==> src/hw/rtl/npcs_pkg.sv <==
// Shared types and constants for the nearest palette color search core.
// No dependencies.
package npcs_pkg;

    localparam logic OP_WRITE  = 1'b0;
    localparam logic OP_LOOKUP = 1'b1;

    localparam logic KIND_WRITE  = 1'b0;
    localparam logic KIND_LOOKUP = 1'b1;

    localparam int COMP_W = 8;
    localparam int SQ_W   = 16;
    localparam int DIST_W = 18;
    localparam int WORD_W = 32;
    localparam int C15_W  = 15;

    localparam logic [COMP_W-1:0] ALPHA_OPAQUE      = 8'hFF;
    localparam logic [COMP_W-1:0] ALPHA_CLEAR       = 8'h00;
    localparam logic [COMP_W-1:0] TRANSPARENT_INDEX = 8'd255;
    localparam logic [2:0]        EXPAND_ROUND      = 3'b100;

    typedef enum logic [1:0] {
        ST_IDLE,
        ST_SCAN,
        ST_DRAIN
    } ctrl_state_t;

    typedef struct packed {
        logic accept_write;
        logic accept_lookup;
        logic scan_en;
        logic load_result;
    } cmd_t;

    typedef struct packed {
        logic scan_last;
        logic pipe_busy;
        logic out_valid;
    } status_t;

endpackage

==> src/hw/rtl/npcs_ctrl.sv <==
// Controller state machine: accepts items, sequences the palette scan.
// Depends on npcs_pkg.
module npcs_ctrl
(
    input  logic               clk,
    input  logic               rst_n,
    input  logic               in_valid,
    output logic               in_ready,
    input  logic               op,
    input  logic               out_ready,
    input  npcs_pkg::status_t  status,
    output npcs_pkg::cmd_t     cmd
);

    npcs_pkg::ctrl_state_t state_reg;
    npcs_pkg::ctrl_state_t state_next;
    logic                  out_free;
    logic                  accept;

    assign out_free = !status.out_valid || out_ready;
    assign in_ready = (state_reg == npcs_pkg::ST_IDLE) && out_free;
    assign accept   = in_valid && in_ready;

    always_ff @(posedge clk or negedge rst_n)
    begin
        if (!rst_n)
        begin
            state_reg <= npcs_pkg::ST_IDLE;
        end
        else
        begin
            state_reg <= state_next;
        end
    end

    always_comb
    begin
        state_next = state_reg;
        case (state_reg)
            npcs_pkg::ST_IDLE:
            begin
                if (accept && (op == npcs_pkg::OP_LOOKUP))
                begin
                    state_next = npcs_pkg::ST_SCAN;
                end
            end
            npcs_pkg::ST_SCAN:
            begin
                if (status.scan_last)
                begin
                    state_next = npcs_pkg::ST_DRAIN;
                end
            end
            npcs_pkg::ST_DRAIN:
            begin
                if (!status.pipe_busy && out_free)
                begin
                    state_next = npcs_pkg::ST_IDLE;
                end
            end
            default:
            begin
                state_next = npcs_pkg::ST_IDLE;
            end
        endcase
    end

    always_comb
    begin
        cmd = '0;
        case (state_reg)
            npcs_pkg::ST_IDLE:
            begin
                cmd.accept_write  = accept && (op == npcs_pkg::OP_WRITE);
                cmd.accept_lookup = accept && (op == npcs_pkg::OP_LOOKUP);
            end
            npcs_pkg::ST_SCAN:
            begin
                cmd.scan_en = 1'b1;
            end
            npcs_pkg::ST_DRAIN:
            begin
                cmd.load_result = !status.pipe_busy && out_free;
            end
            default:
            begin
                cmd = '0;
            end
        endcase
    end

endmodule

==> config.mk <==
export PLATFORM = sky130hd
export DESIGN_NAME = npcs_ctrl
export DESIGN_NICKNAME = d
export VERILOG_FILES = /design/src/hw/rtl/npcs_pkg.sv /design/src/hw/rtl/npcs_ctrl.sv
export SDC_FILE = /design/constraint.sdc
export NUM_CORES = 1
export LEC_CHECK = 0
export ABC_CLOCK_PERIOD_IN_PS = 900
export BUFFER_PORTS_ARGS = -buffer_cell sky130_fd_sc_hd__buf_2
export CAP_MARGIN = 20
export CORE_AREA = 2 2 39 41
export DETAILED_ROUTE_END_ITERATION = 7
export DIE_AREA = 0 0 41 43
export PLACE_DENSITY = 0.41
export SYNTH_ARGS = -nofsm -noshare
export SYNTH_HDL_FRONTEND = slang
export SYNTH_SLANG_ARGS = --single-unit
==> constraint.sdc <==
create_clock -name clk -period 0.9 [get_ports clk]
set_input_delay 0.045 -clock clk [delete_from_list [all_inputs] [get_ports clk]]
set_output_delay 0.045 -clock clk [all_outputs]
set_load 0.02 [all_outputs]
==> reports/qor.csv, run 1 <==
metric,value,unit
synth-seq-cells,2,
worst_ep_arrival_time,1.18,ns
share_of_the_synthesized_area_in_compound_gates_ao_oa_aoi_oai,13.2,%
1st_iter_drt_viols,5,
path_depth,3,
critical_path.endpoint_type,output port,
ant_nets_after_route,0,
path_buf_inv,1,
synth_top_family_by_area,simple AND/OR/NAND/NOR gates,
detail_route.first_pass.iterations,3,
setup_viol_count_final,7,
leakage,0.000178,uW
outcome,"complete, but fails checks",
clock_transition_at_path_regs,0.03,ns
placedInstanceArea,259,um^2
maximum_vdd_ir_drop,0.868,mV
detail_route.wl_per_cell,10.0,um
synth-xor-area-share,0,%
placed_cells_incl_taps,45,
antenna_found_initial,0,
synth_nets,21,
cts_root_buffer,clkbuf_4,
synth-simple-area-share,49.1,%
routed_length_on_met3,68,um
clock_sinks,2,
finalMaxSlewViolations,0,
worst-path-max-fanout,4,
timing.hold.worst.class,input pin to flip-flop,
cts_made_buffers,3,
netlist-cell-type-count,12,
num_rows,14,
floorplan.core_area,0.00138,mm^2
grt_setup_unrepaired,true,
global_route_wire_length_before_repair,800,um
tritoncts,yes,
hold_viol,0,
top_layer,met3,
port-buffer-count,12,
drcViolationCount,0,
detail_route.wirelength.met1,278,um
post_route_cells_drive_above_1_share,80.0,%
slew_headroom,87.6,%
startpoint,state_reg[0],
worst_path_largest_cell_delay,0.41,ns
grt_overflow,0,
combined_area_of_the_multi_input_logic_cells,106,um^2
totalNegativeSetupSlack,-1.38,ns
place.detailed.hpwl,367,um
critical_path.endpoint,cmd[2],
synth_fa_ha_area_share,0,%
first_global_vias,184,
fin_area,349,um^2
max_clock_freq,0.820,GHz
insertedDiodeCount,0,
crit_path_cell_trace,"nor3_4, and3_2, buf_4",
cap_viol_max_count,0,
worst-slew-pin-transition,0.185,ns
initial_core_utilization,10.3,%
setup.reg_to_reg.worst_slack,-0.08,ns
worst_r2r_startpoint,state_reg[0],
finalWorstPathRequiredPeriod,1.22,ns
critical_path.slowest_cell,dfrtp_1,
num_io_pins,13,
synth_sequential_area_ratio,35.1,%
final.period_utilization,136,%
timing.rr.end,state_reg[0],
cell_area_power_density,1910,mW/mm^2
vias,184,
failed_checks,setup timing,
detail_route_met2_wl,164,um
routed_via_density,3.61,
grt_max_degree,5,
routed_wirelength,511,um
dieHeight,43,um
worst-r2r-cell-count,3,
areaGrowthSynthToFinish,145,%
finalClockSkew,0.00252,ns
layout.nets,45,
worstSetupStartpointType,flip-flop,
clock_path_buffers,2,
worst_ep_required_time,0.85,ns
syn_inst,13,
timing_worst_setup_path_type,flip-flop to output port,
mux_contribution_to_synthesized_area,0,%
mappedNetlistArea,143,um^2
die-width,41,um
die_area,0.00176,mm^2
cell_family_contributing_the_most_delay_on_the_critical_path,simple AND/OR/NAND/NOR gates,
layout_setup_ws,-0.320,ns
grt_util_all_layers,7.14,%
place_congestion,0.677,
final_non_filler_cell_total,51,
syn_avg_cell_area,11.0,um^2
seqCellArea,50.0,um^2
synth-warning-count,0,
ctsHtreeMaxLevel,1,
clk_latency,0.22,ns
total_of_fill_cells_in_the_finished_design,153,
largest_register_ffs,2,
layout make-up:
class                      count  share of cell area [%]
clock buffer                   3                    6.45
multi-input combinational     10                    30.5
sequential                     2                    14.3
inverter                       1                    1.08
timing repair buffer          19                    41.9
tap                           16                    5.73
worst min path at each step:
stage / startpoint / endpoint / cells after the start
final: status[2] / state_reg[1] / 2
after CTS: status[2] / state_reg[1] / 2
after global routing: status[2] / state_reg[1] / 2
after detailed placement: rst_n / state_reg[1] / 1
after global placement: rst_n / state_reg[1] / 1
after floorplan: rst_n / state_reg[0] / 0
synthesized netlist by cell type, drive strengths merged:
master   instances  share of area [%]
nor3             2                 15
a32o             1                7.0
nor2b            2                 16
and3             1                5.3
and3b            1                6.1
inv              1                2.6
o2bb2ai          1                6.1
nor2             1                2.6
nand2b           1                4.4
dfrtp            2                 35
cells by family (layout without fill, tap and decap cells):
kind of cell / after synthesis / count (layout)
AND/OR/NAND/NOR: 8 / 8
AO/OA/AOI/OAI: 2 / 2
flip-flops: 2 / 2
buffers and inverters: 1 / 23
stage by stage:
| step | total power, uW | hold WS, ns | setup WS (ns) | utilization, % |
|---|---|---|---|---|
| floorplan | 250 | -0.251 | -0.140 | - |
| global placement | 369 | -0.160 | -0.113 | 18.7 |
| detailed placement | 364 | -0.163 | -0.117 | 18.7 |
| CTS | 651 | 0.0489 | -0.305 | 24.2 |
| global route | 719 | 0.0618 | -0.390 | 25.2 |
| finish | 666 | 0.0570 | -0.320 | 25.2 |
what timing repair did:
item                                   4_1_cts  5_1_grt
pin swaps                                    3        2
setup endpoints to repair                    7        7
hold buffers                                 1        0
buffers inserted                             3        1
gates resized for setup                      9        3
endpoints found under the hold margin        2        0
placed cells by master, fill, tap and decap left out:
cell / synthesis / routed
a32o_1: 1 / 1
and3_2: 1 / 1
and3b_2: 0 / 1
buf_2: 0 / 7
buf_4: 0 / 6
buf_6: 0 / 5
clkbuf_4: 0 / 3
dfrtp_1: 2 / 2
dlygate4sd3_1: 0 / 1
inv_1: 1 / 1
nand2b_1: 1 / 1
nor2_1: 1 / 1
nor2b_4: 1 / 2
nor3_2: 0 / 1
nor3_4: 1 / 1
o2bb2ai_2: 0 / 1
metal layers:
layer / vias to the layer above / track usage, %
li1: 91 / -
met1: 80 / 12.0
met2: 13 / 6.25
met3: 0 / 5.76
met4: 0 / 2.00
met5: - / 0
power breakdown:
| group | internal [uW] | switching [uW] |
|---|---|---|
| Clock | 147 | 45.9 |
| Combinational | 201 | 141 |
| Sequential | 108 | 22.5 |
| Total | 456 | 210 |
Note: power is estimated with default switching activity, not from simulation.
==> run 2, diff against run 1 <==
--- a/config.mk
+++ b/config.mk
@@ -12,6 +12,7 @@
 export DETAILED_ROUTE_END_ITERATION = 7
 export DIE_AREA = 0 0 41 43
 export PLACE_DENSITY = 0.41
+export REMOVE_ABC_BUFFERS = 1
 export SYNTH_ARGS = -nofsm -noshare
 export SYNTH_HDL_FRONTEND = slang
 export SYNTH_SLANG_ARGS = --single-unit
==> run 2 against run 1 <==
- the run still ends with setup timing left
- non-clock buffer count down 3
- critical path depth unchanged
- wire length down 15%
- flip-flop and latch count unchanged
- cell area down 11%
- via count down 11%
- combinational power down 20%
- critical endpoint unchanged
- largest cell class unchanged
- largest power group unchanged
==> reports/qor.csv, run 2 (synthesis results as in run 1) <==
metric,value,unit,change
finalWorstPathRequiredPeriod,1.16,ns,-0.0591 ns
timing_worst_setup_path_type,flip-flop to output port,,
routed_via_density,3.40,,-5.9%
total_of_fill_cells_in_the_finished_design,145,,-5.2%
layout.cells.most_common,buf_2,,
num_rows,14,,unchanged
post_route_cells_drive_above_1_share,71.9,%,-8.1 points
detail_route.wl_per_cell,9.02,um,-10%
hold_viol,0,,unchanged
layout_setup_ws,-0.261,ns,+0.0591 ns
antenna_found_initial,0,,unchanged
1st_iter_drt_viols,1,,-4
cts_root_buffer,clkbuf_4,,
worst-slew-pin-transition,0.167,ns,-0.0175 ns
die-width,41,um,unchanged
most-common-layout-cells,"buf_2, buf_4, clkbuf_4, buf_6, dfrtp_1",,
maximum_vdd_ir_drop,0.959,mV,+10%
place_congestion,0.711,,+5.1%
grt_max_degree,4,,-1
routed_wirelength,433,um,-15%
port-buffer-count,12,,unchanged
cap_viol_max_count,0,,unchanged
vias,163,,-11%
global_route_wire_length_before_repair,662,um,-17%
dieHeight,43,um,unchanged
clk_latency,0.22,ns,about the same
max_clock_freq,0.861,GHz,+5.1%
first_global_vias,170,,-7.6%
finalClockSkew,0.00296,ns,+0.000432 ns
finish.utilization,22.4,%,-2.8 points
timing.hold.worst.class,input pin to flip-flop,,
worst-path-max-fanout,3,,-1
finalMaxSlewViolations,0,,unchanged
worstSetupStartpointType,flip-flop,,
ctsHtreeMaxLevel,1,,unchanged
placement_setup_slack,-0.0915,ns,+0.0250 ns
post-cts-setup-buffer-count,0,,-3
slew_headroom,88.8,%,+1.2 points
insertedDiodeCount,0,,unchanged
worst_ep_arrival_time,1.12,ns,-0.06 ns
areaGrowthSynthToFinish,118,%,
ant_nets_after_route,0,,unchanged
detail_route.first_pass.iterations,2,,-1
cell_area_power_density,1920,mW/mm^2,+0.76%
grt_util_all_layers,6.04,%,-1.1 points
grt_overflow,0,,unchanged
largest_register_ffs,2,,unchanged
clock_path_buffers,2,,unchanged
tritoncts,yes,,
totalPowerFinal,596,uW,-10%
worst_ep_required_time,0.85,ns,about the same
clock_transition_at_path_regs,0.03,ns,about the same
cts_made_buffers,3,,unchanged
grt_setup_unrepaired,true,,
failed_checks,setup timing,,
die_area,0.00176,mm^2,unchanged
initial_core_utilization,10.3,%,unchanged
outcome,"complete, but fails checks",,
hold-worst-slack,0.0479,ns,-0.00910 ns
final.period_utilization,129,%,-6.6 points
drcViolationCount,0,,unchanged
layout.nets,42,,-6.7%
floorplan.core_area,0.00138,mm^2,unchanged
critical_path.endpoint_type,output port,,
setup_viol_count_final,7,,unchanged
leakage,0.000157,uW,-12%
num_io_pins,13,,unchanged
clock_sinks,2,,unchanged
==> run 2: cell types whose count changed in the layout (fill, tap and decap cells not counted) <==
| cell | before | now |
|---|---|---|
| and3b_2 | 1 | 0 |
| and3_2 | 1 | 0 |
| buf_4 | 6 | 5 |
| and3b_1 | 0 | 1 |
| o2bb2ai_2 | 1 | 0 |
| and3_4 | 0 | 1 |
| nor2b_2 | 0 | 1 |
| buf_6 | 5 | 3 |
| o2bb2ai_1 | 0 | 1 |
| nor2b_4 | 2 | 1 |
==> run 2: layout make-up <==
class | count | area [um^2] | area share, %
Timing Repair Buffer | 16 | 116 | 37.5
Multi-Input combinational cell | 10 | 97.6 | 31.5
Sequential cell | 2 | 50.0 | 16.1
Clock buffer | 3 | 22.5 | 7.26
Tap cell | 16 | 20.0 | 6.45
Inverter | 1 | 3.75 | 1.21
==> run 2: timing repair <==
item	in CTS	in global routing
cloned	0	0
hold endpoints to repair	2	0
resized for setup	10	0
hold buffers	1	0
pin swaps	2	1
setup endpoints to repair	7	7
==> run 2: final timing paths <==
check | from | to | slack [ns] | cells past startpoint
worst min register to register | state_reg[1] | state_reg[1] | 0.73 | 3
worst max register to register | state_reg[0] | state_reg[0] | -0.05 | 3
min in group asynchronous | rst_n | state_reg[1] | 0.15 | 2
worst max-delay path | state_reg[0] | cmd[2] | -0.26 | 3
max in group asynchronous | rst_n | state_reg[0] | 0.65 | 2
worst min-delay path | status[2] | state_reg[1] | 0.05 | 2
==> run 2: metrics by stage <==
step | TNS (ns) | cells | cell area (um^2)
floorplan | -0.623 | 13 | 143
global placement | -0.361 | 44 | 245
detailed placement | -0.320 | 44 | 245
CTS | -1.33 | 48 | 310
global route | -1.63 | 48 | 310
finish | -1.26 | 48 | 310
==> run 2: worst max-delay path, cell delays in order, from the launching register on <==
cell and delay (ns):
dfrtp_1 0.40, nor3_4 0.19, and3_4 0.20, buf_6 0.11
==> run 2: power breakdown <==
group	internal (uW)	switching [uW]	total [uW]
Clock	147	44.7	191
Combinational	154	121	275
Sequential	108	21.0	129
Total	409	187	596
==> run 2: routing by layer <==
layer / part of all wire, % / GRT usage [%] / vias up / wire length [um]
li1: - / - / 86 / -
met1: 61 / 9.71 / 64 / 263
met2: 25 / 5.63 / 13 / 110
met3: 14 / 4.71 / 0 / 59
met4: 0 / 2.00 / 0 / 0
met5: 0 / 0 / - / 0
